[src/hw/rtl/kp200_pkg.sv]
package kp200_pkg;

  localparam int ROUNDS = 18;
  localparam int LANES = 25;

  typedef logic [7:0] lane_t;
  typedef lane_t [LANES-1:0] state_t;

  typedef struct packed {
    logic [63:0] lanes_0_to_7_in;
    logic [63:0] lanes_8_to_15_in;
    logic [63:0] lanes_16_to_23_in;
    logic [7:0]  lane_24_in;
  } in_word_t;

  typedef struct packed {
    logic [63:0] lanes_0_to_7_out;
    logic [63:0] lanes_8_to_15_out;
    logic [63:0] lanes_16_to_23_out;
    logic [7:0]  lane_24_out;
  } out_word_t;

  localparam lane_t ROUND_CONST [ROUNDS] = '{
    8'h01, 8'h82, 8'h8a, 8'h00, 8'h8b, 8'h01, 8'h81, 8'h09, 8'h8a,
    8'h88, 8'h09, 8'h0a, 8'h8b, 8'h8b, 8'h89, 8'h03, 8'h02, 8'h80
  };

  localparam logic [2:0] RHO_OFFSET [LANES] = '{
    3'd0, 3'd1, 3'd6, 3'd4, 3'd3,
    3'd4, 3'd4, 3'd6, 3'd7, 3'd4,
    3'd3, 3'd2, 3'd3, 3'd1, 3'd7,
    3'd1, 3'd5, 3'd7, 3'd5, 3'd0,
    3'd2, 3'd2, 3'd5, 3'd0, 3'd6
  };

  // One full round: theta, rho, pi, chi and iota.
  function automatic state_t round_fn(state_t s, lane_t rc);
    state_t      a;
    state_t      t;
    state_t      o;
    lane_t [4:0] par;
    lane_t [4:0] d;
    lane_t       b;
    logic [15:0] w;
    int          x;
    int          y;
    int          i;
    for (x = 0; x < 5; x++) begin
      par[x] = s[x] ^ s[x+5] ^ s[x+10] ^ s[x+15] ^ s[x+20];
    end
    for (x = 0; x < 5; x++) begin
      d[x] = {par[(x+1)%5][6:0], par[(x+1)%5][7]} ^ par[(x+4)%5];
    end
    for (i = 0; i < LANES; i++) begin
      b = s[i] ^ d[i%5];
      w = {b, b} << RHO_OFFSET[i];
      a[i] = w[15:8];
    end
    for (y = 0; y < 5; y++) begin
      for (x = 0; x < 5; x++) begin
        t[y + 5*((2*x + 3*y) % 5)] = a[x + 5*y];
      end
    end
    for (y = 0; y < 5; y++) begin
      for (x = 0; x < 5; x++) begin
        o[x + 5*y] = t[x + 5*y] ^ (~t[(x+1)%5 + 5*y] & t[(x+2)%5 + 5*y]);
      end
    end
    o[0] = o[0] ^ rc;
    return o;
  endfunction

endpackage

[src/hw/rtl/kp200_round.sv]
module kp200_round (
  input  logic               clk,
  input  logic               rst,
  input  logic               valid_in,
  input  kp200_pkg::state_t  state_in,
  input  kp200_pkg::lane_t   rc,
  output logic               valid_out,
  output kp200_pkg::state_t  state_out
);

  always_ff @(posedge clk) begin
    if (rst) begin
      valid_out <= 1'b0;
    end else begin
      valid_out <= valid_in;
    end
  end

  always_ff @(posedge clk) begin
    state_out <= kp200_pkg::round_fn(state_in, rc);
  end

endmodule

[config.mk]
export PLATFORM = sky130hd
export DESIGN_NAME = kp200_round
export DESIGN_NICKNAME = d
export VERILOG_FILES = /design/src/hw/rtl/kp200_pkg.sv /design/src/hw/rtl/kp200_round.sv
export SDC_FILE = /design/constraint.sdc
export NUM_CORES = 1
export LEC_CHECK = 0
export ABC_AREA = 1
export BUFFER_PORTS_ARGS = -buffer_cell sky130_fd_sc_hd__buf_4
export CAP_MARGIN = 20
export CELL_PAD_IN_SITES_DETAIL_PLACEMENT = 0
export CELL_PAD_IN_SITES_GLOBAL_PLACEMENT = 1
export CORE_MARGIN = 4
export CORE_UTILIZATION = 30
export DETAILED_ROUTE_END_ITERATION = 10
export PLACE_DENSITY = 0.74
export SLEW_MARGIN = 40
export SYNTH_ARGS = -nofsm -noshare
export SYNTH_HDL_FRONTEND = slang
export SYNTH_SLANG_ARGS = --single-unit
[constraint.sdc]
create_clock -name clk -period 3.87 [get_ports clk]
set_input_delay 0.9675 -clock clk [delete_from_list [all_inputs] [get_ports clk]]
set_output_delay 0.9675 -clock clk [all_outputs]
set_load 0.02 [all_outputs]
==> results of run 1 <==
## placed cells by master (no fill, tap or decap), drive strengths merged
cell,n
buf,417
bufinv,5
clkbuf,35
clkinv,5
clkinvlp,1
dfxtp,201
diode,4
inv,309
nand2,1501
nand3,334
nor2,6
o21ai,65
o21bai,1
xnor2,48
xor2,170
## sequential cells by signal, indices dropped and copies added, names as in the netlist
register / count
state_out: 200
valid_out: 1
## report_power, final
group          internal [W]  total (W)  leakage [nW]  switching [W]
sequential          0.00285    0.00319          1.69       0.000342
clock               0.00166    0.00267         0.457        0.00100
combinational       0.00208    0.00621          9.67        0.00413
## layer usage
layer | up-vias | routed length, um | track usage (%)
li1 | 8931 | - | -
met1 | 8025 | 29900 | 32.1
met2 | 546 | 32400 | 42.2
met3 | 84 | 5250 | 4.67
met4 | 8 | 1870 | 6.60
met5 | - | 53 | 0
## kinds of logic after synthesis
group | Yosys count
AOI/OAI and AO/OA | 66
xor gates and xnor gates | 218
buffers and inverters | 315
and+or+nand+nor | 1841
DFF | 201
## worst max path at each step
stage / start / end / slack, ps
6_report: state_in[139] / state_out[139] / 1260
5_1_grt: state_in[102] / state_out[95] / 1060
4_1_cts: state_in[102] / state_out[95] / 1260
3_5_place_dp: state_in[102] / state_out[95] / 660
3_3_place_gp: state_in[142] / state_out[95] / 710
2_1_floorplan: state_in[110] / state_out[165] / 1670
## stage by stage
step / area, um^2 / setup slack [ps] / total power (W) / cells / util (%)
floorplan: 15000 / 1670 / 0.00667 / 2641 / -
global placement: 18900 / 708 / 0.00941 / 3715 / 38.4
detailed placement: 18900 / 659 / 0.00943 / 3715 / 38.4
CTS: 19800 / 1260 / 0.0122 / 3762 / 40.3
global route: 19800 / 1060 / 0.0129 / 3764 / 40.3
finish: 19800 / 1260 / 0.0121 / 3766 / 40.4
## final cells by class
type                       count  area [um^2]  area share, %
multi-input combinational   2125         9750           49.2
sequential                   201         4020           20.3
timing repair buffer         417         3130           15.8
inverter                     308         1160           5.83
tap                          664          831           4.19
clock buffer                  35          736           3.71
clock inverter                12          198          0.997
antenna                        4         10.0         0.0505
==> metrics.cfg, run 1 <==
[cts]
cts.hold.buffers_added=0
cts_buffers=26
cts_resized=0
cts.path.max_buffers=3
post_cts_buffers=0
cts.sinks=201
cts_max_level=1
cts_tree=built
clockRootBuffer=clkbuf_16
clk_pin_slew_worst_paths_ps=60

[synthesis]
synth_edf_count=0
synth-xor-area-share_pct=13.3
avgSynthCellArea_um2=5.68
synth_top_family_by_area=simple AND/OR/NAND/NOR gates
synth.mux.area_fraction_pct=0
synth_compound_area_share_pct=2.22
synth-seq-cells=201
yosysTopAreaCellShare_pct=37.0
syn_nets=2852
synth_flop_cell=dfxtp_1
netlist_area_um2=15000
synthArstFlopShare_pct=0
yosys.cell_count.top_type=nand2_1
synth_cell_types=18
seq_area_frac_synth_pct=26.8
synthAdderAreaFrac_pct=0
synth_commonest_cells=1478 x nand2_1, 334 x nand3_1, 300 x inv_1, 201 x dfxtp_1, 161 x xor2_1
synth_cells=2641
yosysTopAreaCell=nand2_1
synthTopCellsByArea=nand2_1 37%, dfxtp_1 27%, nand3_1 11%
yosys.area_share.simple_pct=49.6
yosys_warnings=0

[setup_path]
crit_top_cell=nand2_1
crit_type=in2reg
crit_slowest_cell=nand2_1
critPathMaxStageDelay_ps=300
crit_family=simple AND/OR/NAND/NOR gates
critPathArrivalTime_ps=3070
cp-start-kind=input port
critPathBufInv=4
path_depth=17
worstPathRequired_ps=4330
end_kind=register
crit_fanout=11
cp_cell_sequence=buf_4, inv_1, nand2_1, nand2_1, nand2_1, nand2_1, nand2_1, nand2_1, inv_1, nand2_1, nand2_1, inv_2, nand2_1, nand2_1, nand2_1, nand2_1, nand2_1

[hold_path]
hp-start=rst
hold_depth=2
hold_class=in2reg
min_to=valid_out

[finish]
fillers=5327
finalNetCount=3290
layout-drive-gt1-share_pct=16.1
syn_to_final_growth_pct=32.3

[placement]
dpl.hpwl_mm=60.2
gpl.final_weighted_congestion=0.904
portBuffers=411

[timing]
hold_slack_ps=553
fmax_mhz=383
finalHoldViolCount=0
min_period_over_period_pct=67.4
rsz0062_at_grt=no
fin_crit_ps=2610
tightest_slew_ps=610
relSlewSlack_pct=59.2
finalSetupViolations=0
finalMaxSlewViolations=0
tns_ps=0

[floorplan]
boundaryPins=412
die_h_um=232
initial_utilization_pct=30.5
die_w_um=232
num_rows=81
dieArea_um2=53600
core_area_um2=49200

[pwr]
p_leak_nw=11.8
powerDensity_nw_per_um2=608
vdd_drop_max_mv=0.377

[route]
routedWlPerCell_um=18.5
drc_errors=0
drtIter0Drc=1233
routed_via_density=4.67
routed_wl_mm=69.5
dr_total_vias=17594
ant_nets=0
drtPass1Iterations=5

[job]
cap_violations=0

[status]
status=complete, no violations

[global_route]
grt-ovfl-total=0
grt_start_max_net_pins=13
grt_antenna_before_repair=7
grt_use_total_pct=24.7
grt_pass1_wl_mm=99.2
grt_pass1_vias=16037

(Power assumes the default switching activity.)
==> run 2, diff against run 1 <==
--- a/config.mk
+++ b/config.mk
@@ -5,7 +5,7 @@
 export SDC_FILE = /design/constraint.sdc
 export NUM_CORES = 1
 export LEC_CHECK = 0
-export ABC_AREA = 1
+export ABC_AREA = 0
 export BUFFER_PORTS_ARGS = -buffer_cell sky130_fd_sc_hd__buf_4
 export CAP_MARGIN = 20
 export CELL_PAD_IN_SITES_DETAIL_PLACEMENT = 0
@@ -13,7 +13,7 @@
 export CORE_MARGIN = 4
 export CORE_UTILIZATION = 30
 export DETAILED_ROUTE_END_ITERATION = 10
-export PLACE_DENSITY = 0.74
+export PLACE_DENSITY = 0.64
 export SLEW_MARGIN = 40
 export SYNTH_ARGS = -nofsm -noshare
 export SYNTH_HDL_FRONTEND = slang
==> constraint.sdc (replaced) <==
create_clock -name clk -period 2.4 [get_ports clk]
set_input_delay 0.6 -clock clk [delete_from_list [all_inputs] [get_ports clk]]
set_output_delay 0.6 -clock clk [all_outputs]
set_load 0.02 [all_outputs]
==> metrics.cfg, run 2 <==
[status]
status=complete, no violations

[route]
routed_via_density=4.19  ; -10%
drc_errors=0  ; unchanged
routedWlPerCell_um=22.8  ; +24%
ant_nets=0  ; unchanged
dr_total_vias=8706  ; -51%
drtIter0Drc=312  ; -75%
routed_wl_mm=47.4  ; -32%
drtPass1Iterations=4  ; -1

[synthesis]
synth_cell_types=14  ; -4
avgSynthCellArea_um2=14.5  ; +160%
yosys.cell_count.top_type=xnor3_1
netlist_area_um2=13500  ; -9.8%
yosysTopAreaCell=xnor3_1
synth_commonest_cells=218 x xnor3_1, 201 x dfxtp_1, 170 x xnor2_1, 78 x nand2_1, 78 x nor2_1
synthArstFlopShare_pct=0  ; unchanged
synth-xor-area-share_pct=63.8  ; +51 points
synthAdderAreaFrac_pct=0  ; unchanged
synth.mux.area_fraction_pct=0  ; unchanged
synth_edf_count=0  ; unchanged
seq_area_frac_synth_pct=29.8  ; +2.9 points
yosys_warnings=0  ; unchanged
synth_flop_cell=dfxtp_1
syn_nets=1141  ; -60%
synth_compound_area_share_pct=0  ; -2.2 points
synth-seq-cells=201  ; unchanged
synth_cells=930  ; -65%
yosysTopAreaCellShare_pct=36.3  ; -0.70 points
synthTopCellsByArea=xnor3_1 36%, dfxtp_1 30%, xnor2_1 11%
synth_top_family_by_area=XOR/XNOR gates
yosys.area_share.simple_pct=6.47  ; -43 points

[setup_path]
crit_fanout=9  ; -2
cp-start-kind=input port
critPathArrivalTime_ps=2620  ; -450 ps
startpoint=state_in[98]
end_kind=register
worstPathRequired_ps=2860  ; -1470 ps
crit_type=in2reg

[timing]
tns_ps=0  ; unchanged
fmax_mhz=463
finalSetupViolations=0  ; unchanged
tightest_slew_ps=640  ; +30.2 ps
finalMaxSlewViolations=0  ; unchanged
finalHoldViolCount=0  ; unchanged
min_period_over_period_pct=89.9
rsz0062_at_grt=no
fin_crit_ps=2160
setup_ws_ps=241  ; -1020 ps
relSlewSlack_pct=57.3  ; -1.9 points

[floorplan]
dieArea_um2=48500  ; -9.5%
num_rows=77  ; -4.9%
core_area_um2=44400  ; -9.6%
die_w_um=220  ; -4.8%
boundaryPins=412  ; unchanged
initial_utilization_pct=30.4  ; -0.050 points
die_h_um=220  ; -4.8%

[cts]
cts.hold.buffers_added=0  ; unchanged
clk_pin_slew_worst_paths_ps=60  ; about the same
cts_max_level=1  ; unchanged
cts_resized=0  ; unchanged
cts_tree=built
cts.path.max_buffers=3  ; unchanged
clockRootBuffer=clkbuf_16
cts.sinks=201  ; unchanged
post_cts_buffers=0  ; unchanged
cts_buffers=26  ; unchanged

[job]
cap_violations=0  ; unchanged

[finish]
register_area_um2=4020  ; unchanged
final_cell_mix=476 x buf_4, 218 x xnor3_1, 201 x dfxtp_1
largest_reg_flops=200  ; unchanged
final_common_cell=buf_4
reg_top3=state_out: 200 flops, valid_out: 1 flops
syn_to_final_growth_pct=42.5
fillers=4144  ; -22%
final_util_pct=43.4  ; +3.0 points
multi_input_area_um2=9500  ; -2.6%
layout-drive-gt1-share_pct=40.3  ; +24 points
finalNetCount=1678  ; -49%
layout.cells.non_filler=2079  ; -45%
largest_register=state_out

[global_route]
grt_pass1_wl_mm=65.1  ; -34%
grt-ovfl-total=0  ; unchanged
grt_use_total_pct=18.9  ; -5.9 points
grt_start_max_net_pins=13  ; unchanged
grt_pass1_vias=9498  ; -41%
grt_antenna_before_repair=7  ; unchanged

[placement]
dpl.hpwl_mm=40.3  ; -33%
gpl.final_weighted_congestion=0.830  ; -8.2%
pre_cts_ws_ps=-289  ; -948 ps
portBuffers=411  ; unchanged
placed_cells=2031  ; -45%

[pwr]
p_leak_nw=9.87  ; -17%
powerDensity_nw_per_um2=1450  ; +140%
vdd_drop_max_mv=0.659  ; +75%

[hold_path]
hold_class=in2reg
hp-start=rst

-- run 2: report_power, final --
group | leakage [nW] | switching [W] | internal, W
logic | 7.80 | 0.00911 | 0.00904
registers | 1.70 | 0.000706 | 0.00539
clock network | 0.374 | 0.00152 | 0.00207
-- run 2: stage by stage --
stage / area [um^2] / power (W) / hold WS (ps)
after CTS: 19200 / 0.0284 / 170
after global placement: 18500 / 0.0245 / 757
after detailed placement: 18500 / 0.0245 / 764
final: 19300 / 0.0278 / 205
after global routing: 19300 / 0.0295 / 185
after floorplan: 13500 / 0.0174 / 672
-- run 2: critical path, cell delays in order --
cell and delay, ps:
buf_4 90, xnor3_1 520, xnor2_4 570, xnor3_1 530
nor2_1 170, xnor2_1 120
-- run 2: worst paths after layout --
path                         end  slack [ps]  depth (start not counted)
hold / removal         valid_out         210                          2
setup / recovery  state_out[181]         240                          6
-- run 2: kinds of logic after synthesis --
kind of cell  Yosys count
simple gates          201
flops                 201
xor+xnor              528
-- run 2: layout make-up --
class | instances | share of cell area, %
antenna | 5 | 0.0650
clock buffer | 37 | 3.75
clock inverter | 6 | 0.156
multi-input combinational | 729 | 49.3
sequential | 201 | 20.9
tap | 592 | 3.85
timing repair buffer | 509 | 22.0
-- run 2: per-layer routing --
metal | part of all wire [%] | GRT usage (%) | up-vias
met4 | 3.0 | 5.92 | 4
met5 | 0.059 | 0 | -
met2 | 49 | 32.4 | 286
met3 | 6.8 | 4.85 | 64
met1 | 42 | 23.4 | 4204
li1 | - | - | 4148
